===== config.mk =====
export PLATFORM = sky130hd
export DESIGN_NAME = tac_sqrt
export DESIGN_NICKNAME = d
export VERILOG_FILES = /design/src/design/tac_pkg.sv /design/src/design/tac_sqrt.sv
export SDC_FILE = /design/constraint.sdc
export NUM_CORES = 2
export LEC_CHECK = 0
export BUFFER_PORTS_ARGS = -buffer_cell sky130_fd_sc_hd__buf_2
export CAP_MARGIN = 40
export CELL_PAD_IN_SITES_DETAIL_PLACEMENT = 2
export CELL_PAD_IN_SITES_GLOBAL_PLACEMENT = 2
export CORE_MARGIN = 4
export CORE_UTILIZATION = 44
export CTS_BUF_LIST = sky130_fd_sc_hd__clkbuf_4
export DETAILED_ROUTE_END_ITERATION = 10
export PLACE_DENSITY_LB_ADDON = 0.1
export SLEW_MARGIN = 20
export SYNTH_ARGS = -nofsm -noshare
export SYNTH_HDL_FRONTEND = slang
export SYNTH_MEMORY_MAX_BITS = 65536
export SYNTH_SLANG_ARGS = --single-unit
export TNS_END_PERCENT = 30

===== constraint.sdc =====
create_clock -name clk -period 3.69 [get_ports clk]
set_input_delay 0.1845 -clock clk [delete_from_list [all_inputs] [get_ports clk]]
set_output_delay 0.1845 -clock clk [all_outputs]
set_load 0.01 [all_outputs]

===== src/design/tac_pkg.sv =====
`default_nettype none

package tac_pkg;

	// fixed widths of the datapath
	localparam int SAMPLE_W = 16;
	localparam int MAG_W    = 17;
	localparam int SQ_W     = 31;
	localparam int SUM_W    = 32;
	localparam int ROOT_W   = 32;
	localparam int REM_W    = 33;
	localparam int R_FRAC   = 16;
	localparam int NORM_W   = 41;
	localparam int XW       = 45;
	localparam int TENTHS_W = 11;
	localparam int PITCH_W  = 10;
	localparam int CFG_W    = 11;
	localparam int SQRT_STEPS = 32;
	localparam int RAD_BITS = 52;

	localparam logic [TENTHS_W-1:0] ROLL_MAX  = 11'd1800;
	localparam logic [PITCH_W-1:0]  PITCH_MAX = 10'd900;
	localparam logic [CFG_W-1:0]    WARN_RST  = 11'd600;
	localparam logic [CFG_W-1:0]    TIP_RST   = 11'd900;

	typedef enum logic [1:0] {
		ST_SAFE,
		ST_WARN,
		ST_OVER
	} tac_status_t;

	typedef enum logic {
		REG_WARN,
		REG_TIP
	} tac_reg_t;

	typedef struct packed {
		logic signed [SAMPLE_W-1:0] accel_x;
		logic signed [SAMPLE_W-1:0] accel_y;
		logic signed [SAMPLE_W-1:0] accel_z;
	} tac_sample_t;

	typedef struct packed {
		logic [TENTHS_W-1:0] roll_abs;
		logic [PITCH_W-1:0]  pitch_abs;
		tac_status_t         status;
	} tac_result_t;

	// magnitudes and roll quadrant flag carried beside the square root
	typedef struct packed {
		logic [MAG_W-1:0] ax;
		logic [MAG_W-1:0] ay;
		logic [MAG_W-1:0] az;
		logic             negz;
	} tac_side_t;

	typedef struct packed {
		logic [63:0] q;
		logic [63:0] r;
	} tac_qr_t;

	// restoring divide, used only when building constants
	function automatic tac_qr_t divmod(input logic [63:0] n, input logic [63:0] d);
		tac_qr_t res;
		logic [63:0] q;
		logic [63:0] r;
		q = '0;
		r = '0;
		for (int b = 63; b >= 0; b--) begin
			r = {r[62:0], n[b]};
			if (r >= d) begin
				r = r - d;
				q[b] = 1'b1;
			end
		end
		res.q = q;
		res.r = r;
		return res;
	endfunction

	// atan(2^-i) in radians scaled by 2^52, power series
	function automatic logic [63:0] atan_inv_pow2(input int i);
		logic [63:0] sum;
		logic [63:0] term;
		int e;
		sum = '0;
		for (int k = 0; k < 32; k++) begin
			e = RAD_BITS - i * (2 * k + 1);
			if (e >= 0) begin
				term = divmod(64'd1 << e, 64'(2 * k + 1)).q;
				if (k[0])
					sum = sum - term;
				else
					sum = sum + term;
			end
		end
		return sum;
	endfunction

	// atan(1/3) scaled by 2^52
	function automatic logic [63:0] atan_third();
		logic [63:0] p;
		logic [63:0] sum;
		logic [63:0] term;
		p = divmod(64'd1 << RAD_BITS, 64'd3).q;
		sum = '0;
		for (int k = 0; k < 32; k++) begin
			if (p != '0) begin
				term = divmod(p, 64'(2 * k + 1)).q;
				if (k[0])
					sum = sum - term;
				else
					sum = sum + term;
				p = divmod(p, 64'd9).q;
			end
		end
		return sum;
	endfunction

	// round(num * 2^fb / den)
	function automatic logic [63:0] div_frac(input logic [63:0] num, input logic [63:0] den,
		input int fb);
		tac_qr_t qr;
		logic [63:0] q;
		logic [63:0] r;
		qr = divmod(num, den);
		q = qr.q;
		r = qr.r;
		for (int b = 0; b < fb + 1; b++) begin
			r = r << 1;
			q = q << 1;
			if (r >= den) begin
				r = r - den;
				q[0] = 1'b1;
			end
		end
		return (q + 64'd1) >> 1;
	endfunction

	// arctangent table entry in tenths of a degree with fb fraction bits
	function automatic logic [63:0] atan_entry(input int i, input int fb);
		logic [63:0] quarter;
		quarter = atan_inv_pow2(1) + atan_third();
		if (i == 0)
			return 64'd450 << fb;
		return div_frac(atan_inv_pow2(i) * 64'd450, quarter, fb);
	endfunction

endpackage

`default_nettype wire


===== src/design/tac_sqrt.sv =====
`default_nettype none

module tac_sqrt (
	input  wire logic                          clk,
	input  wire logic                          arst_n,
	input  wire logic                          en,
	input  wire logic                          in_vld,
	input  wire logic [tac_pkg::SUM_W-1:0]     in_sum,
	input  wire tac_pkg::tac_side_t            in_side,
	output logic                               out_vld,
	output logic [tac_pkg::ROOT_W-1:0]         out_root,
	output tac_pkg::tac_side_t                 out_side
);

	localparam int STEPS = tac_pkg::SQRT_STEPS;
	localparam int RW    = tac_pkg::REM_W;
	localparam int OW    = tac_pkg::ROOT_W;
	localparam int SW    = tac_pkg::SUM_W;

	logic                 vld_s  [STEPS];
	logic [RW-1:0]        rem_s  [STEPS];
	logic [OW-1:0]        root_s [STEPS];
	logic [SW-1:0]        sum_s  [STEPS];
	tac_pkg::tac_side_t   side_s [STEPS];

	// one root bit per stage, radicand is sum * 2^32
	for (genvar j = 0; j < STEPS; j++) begin : g_step
		logic               vld_i;
		logic [RW-1:0]      rem_i;
		logic [OW-1:0]      root_i;
		logic [SW-1:0]      sum_i;
		tac_pkg::tac_side_t side_i;
		logic [RW+1:0]      rem2;
		logic [RW+1:0]      trial;
		logic               ge;

		if (j == 0) begin : g_first
			assign vld_i  = in_vld;
			assign rem_i  = '0;
			assign root_i = '0;
			assign sum_i  = in_sum;
			assign side_i = in_side;
		end else begin : g_next
			assign vld_i  = vld_s[j-1];
			assign rem_i  = rem_s[j-1];
			assign root_i = root_s[j-1];
			assign sum_i  = sum_s[j-1];
			assign side_i = side_s[j-1];
		end

		assign rem2  = {rem_i, sum_i[SW-1 -: 2]};
		assign trial = (RW+2)'({root_i, 2'b01});
		assign ge    = rem2 >= trial;

		always_ff @(posedge clk or negedge arst_n) begin
			if (!arst_n)
				vld_s[j] <= 1'b0;
			else if (en)
				vld_s[j] <= vld_i;
		end

		always_ff @(posedge clk) begin
			if (en) begin
				rem_s[j]  <= ge ? RW'(rem2 - trial) : RW'(rem2);
				root_s[j] <= {root_i[OW-2:0], ge};
				sum_s[j]  <= sum_i << 2;
				side_s[j] <= side_i;
			end
		end
	end

	assign out_vld  = vld_s[STEPS-1];
	assign out_root = root_s[STEPS-1];
	assign out_side = side_s[STEPS-1];

endmodule

`default_nettype wire


Word-level counts from Yosys, hierarchy flattened
Memories as Yosys holds them, arrays and structs flattened.
Index checks and enable logic that the tools add are counted.
{ "op_classes": {"add_sub_neg": 32, "n_mul": 0, "div": 0, "magnitude_cmp": 32, "eq_ne": 0, "shifts": 0, "n_mux": 34, "bitwise_logic": 0, "reduce_logical": 0} }
{ "ops": {"columns": ["operator", "count"], "rows": [
  ["35-bit by 34-bit >= comparator with 1-bit output", 31],
  ["33-bit two-way mux", 32],
  ["33-bit subtractor", 31],
  ["2-bit by 1-bit subtractor with 3-bit output (second input constant)", 1],
  ["2-bit by 1-bit >= comparator with 1-bit output (second input constant)", 1],
  ["1-bit two-way mux", 2]
]} }
{ "totals": {"register_bits": 32, "latch_bits": 0, "mem_bits_rw": 4704, "rom_bits": 0, "inputBits": 88, "elab_cells": 134, "memories": 4} }
{ "memory_table": {"columns": ["name", "depth", "word_bits", "read_ports", "rd_ports_with_merged_regs", "wr", "line", "text"], "rows": [
  ["side_s", 32, 52, 32, 0, 32, "tac_sqrt.sv:24", "tac_pkg::tac_side_t side_s [STEPS];"],
  ["rem_s", 32, 33, 31, 0, 32, "tac_sqrt.sv:21", "logic [RW-1:0] rem_s [STEPS];"],
  ["root_s", 32, 32, 32, 0, 32, "tac_sqrt.sv:22", "logic [OW-1:0] root_s [STEPS];"],
  ["sum_s", 32, 30, 31, 0, 32, "tac_sqrt.sv:23", "logic [SW-1:0] sum_s [STEPS];"]
]} }

Depth between registers and ports, before layout
An unclocked memory read counts as a cell.
{ "depth": {"depth_word": 3, "mapped_depth": 16, "depth_no_buf": 15} }

Least setup slack after synthesis
OpenSTA, ideal clock, no wires.
{ "synth_path": {"kind": "register to register", "startpoint": "memory rem_s[28][0] (netlist bit)", "endpoint": "memory rem_s[29][30] (netlist bit) (data pin)", "arrival_time_ns": 3.371, "slack_ns": 0.059, "stages_incl_launch_ff": 13, "n_path_buf": 0, "synth_period_minus_slack_ns": 3.631, "cell_sequence": "edfxtp_1 > ha_1 > fa_1 > a211oi_1 > o21ai_0 > a2111oi_0 > nor2_1 > a211oi_1 > nor3_1 > a2111oi_0 > o21bai_1 > xnor2_1 > mux2_2"} }
{ "synth_lines": {"columns": ["element", "line"], "rows": [
  ["from (decl)", "tac_sqrt.sv:21"]
]} }

==> key figures <==
Synthesis
  • Complex-gate fraction of the synthesized area: 0.06993
  • Post-synth EDFFs: 3392
  • Number of synthesized register bits: 3424
  • Syn_area_per_cell: 15.10 sq um
  • Area contributors post-synth: edfxtp_1 (72%), ha_1 (4.7%), xnor2_1 (2.4%)
  • Post-synth ARST share: 0.009346
  • Syn Inst Count: 9333
  • Yosys warns: 0
  • Synth top area share: 0.7226
  • Mux contribution to synthesized area: 0.01207
  • Post-Synth Simple-Gate Area: 0.07163
  • Syn Nets: 9966
  • Main combinational cell family by area after synthesis: simple AND/OR/NAND/NOR gates
  • Netlist cell types: 86
  • Ys flop type: edfxtp_1
  • XOR/XNOR Fraction of Synth Area: 0.04747
  • Register area share after synthesis: 0.7283
  • Syn Std Cell Area: 0.1410 sq mm
  • Area share of fa/ha/maj cells after synthesis: 0.04917
  • Largest area contributor in the netlist: edfxtp_1

STA
  • Worst setup slack after layout: -460.2 ps
  • Final Critical Period: 4150 ps
  • Timing-limited maximum frequency: 241.0 MHz
  • Final hold violations: 0
  • Slew Limit Fails: 0
  • Measured slew at the worst slew-check pin: 1308 ps
  • Setup TNS: -18390 ps
  • Final Skew: 184.4 ps
  • Unrepaired setup endpoints after global routing: yes
  • Worst slew margin: 0.1186
  • Finish-stage setup viols: 157
  • Fin Hold WS: 338.6 ps
  • Fin crit share: 1.125

Floorplan
  • Initial core utilization: 0.4425
  • Floorplan die area: 0.3295 sq mm
  • Core Area: 0.3186 sq mm
  • Chip width: 574.0 um
  • Chip height: 574.0 um
  • IO Pins: 173
  • Std cell rows: 207

Worst setup path
  • Crit path DAT: 5510 ps
  • Critical path's largest stage delay: 880 ps
  • Setup crit start kind: register
  • Slowest CP cell: a21oi_1
  • Critical path class: register to register
  • Critical Path RT: 5050 ps
  • Worst path depth: 13
  • Reg2Reg Setup Slack: -460 ps
  • Crit-path cells: inv_1, ha_4, o21a_1, o21ai_2, a21oi_2, o21ai_2, a21oi_2, nor2_2, o21ai_1, nor2_1, clkinv_1, buf_4, a21oi_1
  • CP Max Fanout: 16
  • Setup crit end kind: register
  • FF-to-FF path depth: 13
  • Worst Path Buf+Inv: 3
  • Crit-path leading delay family: compound AO/OA/AOI/OAI gates

GRT
  • Maximum number of pins on one net before global-route repair: 143
  • GRT Total Usage: 0.2892
  • Initial antenna violation count: 65
  • GRT overflow: 0
  • Number of global-route vias before repair: 101.0k
  • First-pass GRT wire length: 709200 um

Clock tree
  • Clock buffer depth: 4
  • CTS tree: done
  • CTS Root Cell: clkbuf_4
  • CTS Buf Count: 885
  • Clock Latency Late Sink: 1700 ps
  • CTS sink cnt: 3424
  • CTS clk-pin slew, worst paths: 110 ps
  • Depth of the CTS H-tree: 6

Routing
  • DRC violations left: 0
  • Iteration-0 DRC Markers: 8103
  • WL/cell: 32.53 um
  • ANT nets after route: 0
  • Via count: 91.66k
  • Routed vias/inst: 5.738
  • Routed WL: 519600 um
  • DR pass1 iterations: 6

Placement
  • DP HPWL: 290600 um
  • IO buf count: 172
  • Placed cell count: 13.98k
  • Dpl cell area: 0.1506 sq mm
  • Pre-CTS setup slack: -1243 ps
  • GPL Wtd Cong: 0.8534

Outcome
  • Failing checks: negative setup slack
  • Outcome: finished, violations left

Power and ir drop
  • Cell area power density: 639.4 mW/mm^2
  • Worst IR Drop VDD: 0.3403 mV
  • Pwr Total: 107.7 mW
  • Leak Pwr: 64.10 nW

Finish
  • Final Util: 0.5287
  • Finished Layout Cells: 15.97k
  • Leading cell type in the layout, fill and taps excluded: edfxtp_1
  • P&R area growth vs syn: 19.48%
  • NumNets Final: 11.73k
  • Share of cells above drive strength 1: 0.2331
  • Post-route cell area: 0.1684 sq mm
  • Fill count: 29.25k
  • Most frequent cells in the layout: edfxtp_1 (3392), clkbuf_4 (1299), inv_1 (655)

Flow run
  • MaxCap Viol Count: 0

Hold path
  • Hold/Removal Path Class: register to register
  • Worst hold path cell count: 0
==> repair_timing <==
action / 4_1_cts / 5_1_grt
setup endpoints to repair: 441 / 515
hold buffers: 265 / 0
resized for setup: 273 / 334
pin swaps: 78 / 119
cloned: 3 / 7
setup buffers: 64 / 78
endpoints found under the hold margin: 3541 / 0
==> cell usage after synthesis, types with 20 or more instances <==
master and count:
dfrtp_1 32, nand4_1 52, or3_1 101, a21boi_0 21
nand3_1 110, and2_1 30, o21ai_0 426, a31oi_1 31
ha_1 530, nand2b_1 85, inv_1 669, o21a_1 71
o211ai_1 33, a21oi_1 489, or4_1 47, o31ai_1 43
xnor2_1 385, edfxtp_1 3392, xor2_1 379, clkbuf_1 116
a31o_2 20, o21bai_1 44, nor3_1 210, nor4_1 106
and3_1 38, nand2_1 519, nor2b_1 68, a211oi_1 54
mux2_2 144, nor2_1 539, or2_2 56, a21o_1 212
==> cell type report <==
class                   count  area (sq um)  share of cell area
flip-flops and latches   3424        102700              0.6095
well taps                4180          5230             0.03105
inverters                 674          2530             0.01502
repair buffers           1009          8877             0.05271
clock buffers            1297          9737             0.05781
multi-input cells        5106         37880              0.2249
diodes                     30         75.07           0.0004457
clock inverters           254          1435            0.008521
==> path summary, 6_finish.rpt <==
check                               start               end
hold reg to reg            side_s[29][51]    side_s[30][51]
min in group asynchronous          arst_n   g_step[8].vld_i
setup reg to reg             root_s[3][0]      rem_s[13][7]
hold / removal             side_s[29][51]    side_s[30][51]
max in group asynchronous          arst_n  g_step[18].vld_i
setup / recovery             root_s[3][0]      rem_s[13][7]
==> flip-flops by register name, indices dropped and copies added, names as in the netlist <==
name and cells:
sum_s 240, out_vld 1, rem_s 960, side_s 1664, root_s 528, g_step.vld_i 31
==> cell families (layout without fill, tap and decap cells) <==
group                      count (synthesis)  count (layout)
AOI/OAI and AO/OA                       1591            1591
xor gates and xnor gates                 764             764
adders and majority gates                545             545
buffers and inverters                    803            3234
DFF                                     3424            3424
muxes                                    152             152
other                                      1              31
and+or+nand+nor                         2053            2053
==> routing by layer <==
layer,vias up,track usage,wire [um]
met1,46973,0.3184,186900
met2,3931,0.5183,267400
met3,1776,0.05734,28680
met4,50,0.1681,36300
li1,38929,-,-
met5,-,0,354
==> report_power, final <==
group / internal (mW) / switching, mW
sequential: 48.0 / 3.53
clock: 16.9 / 19.6
combinational: 8.09 / 11.6
Note: power is estimated with default switching activity, not from simulation.
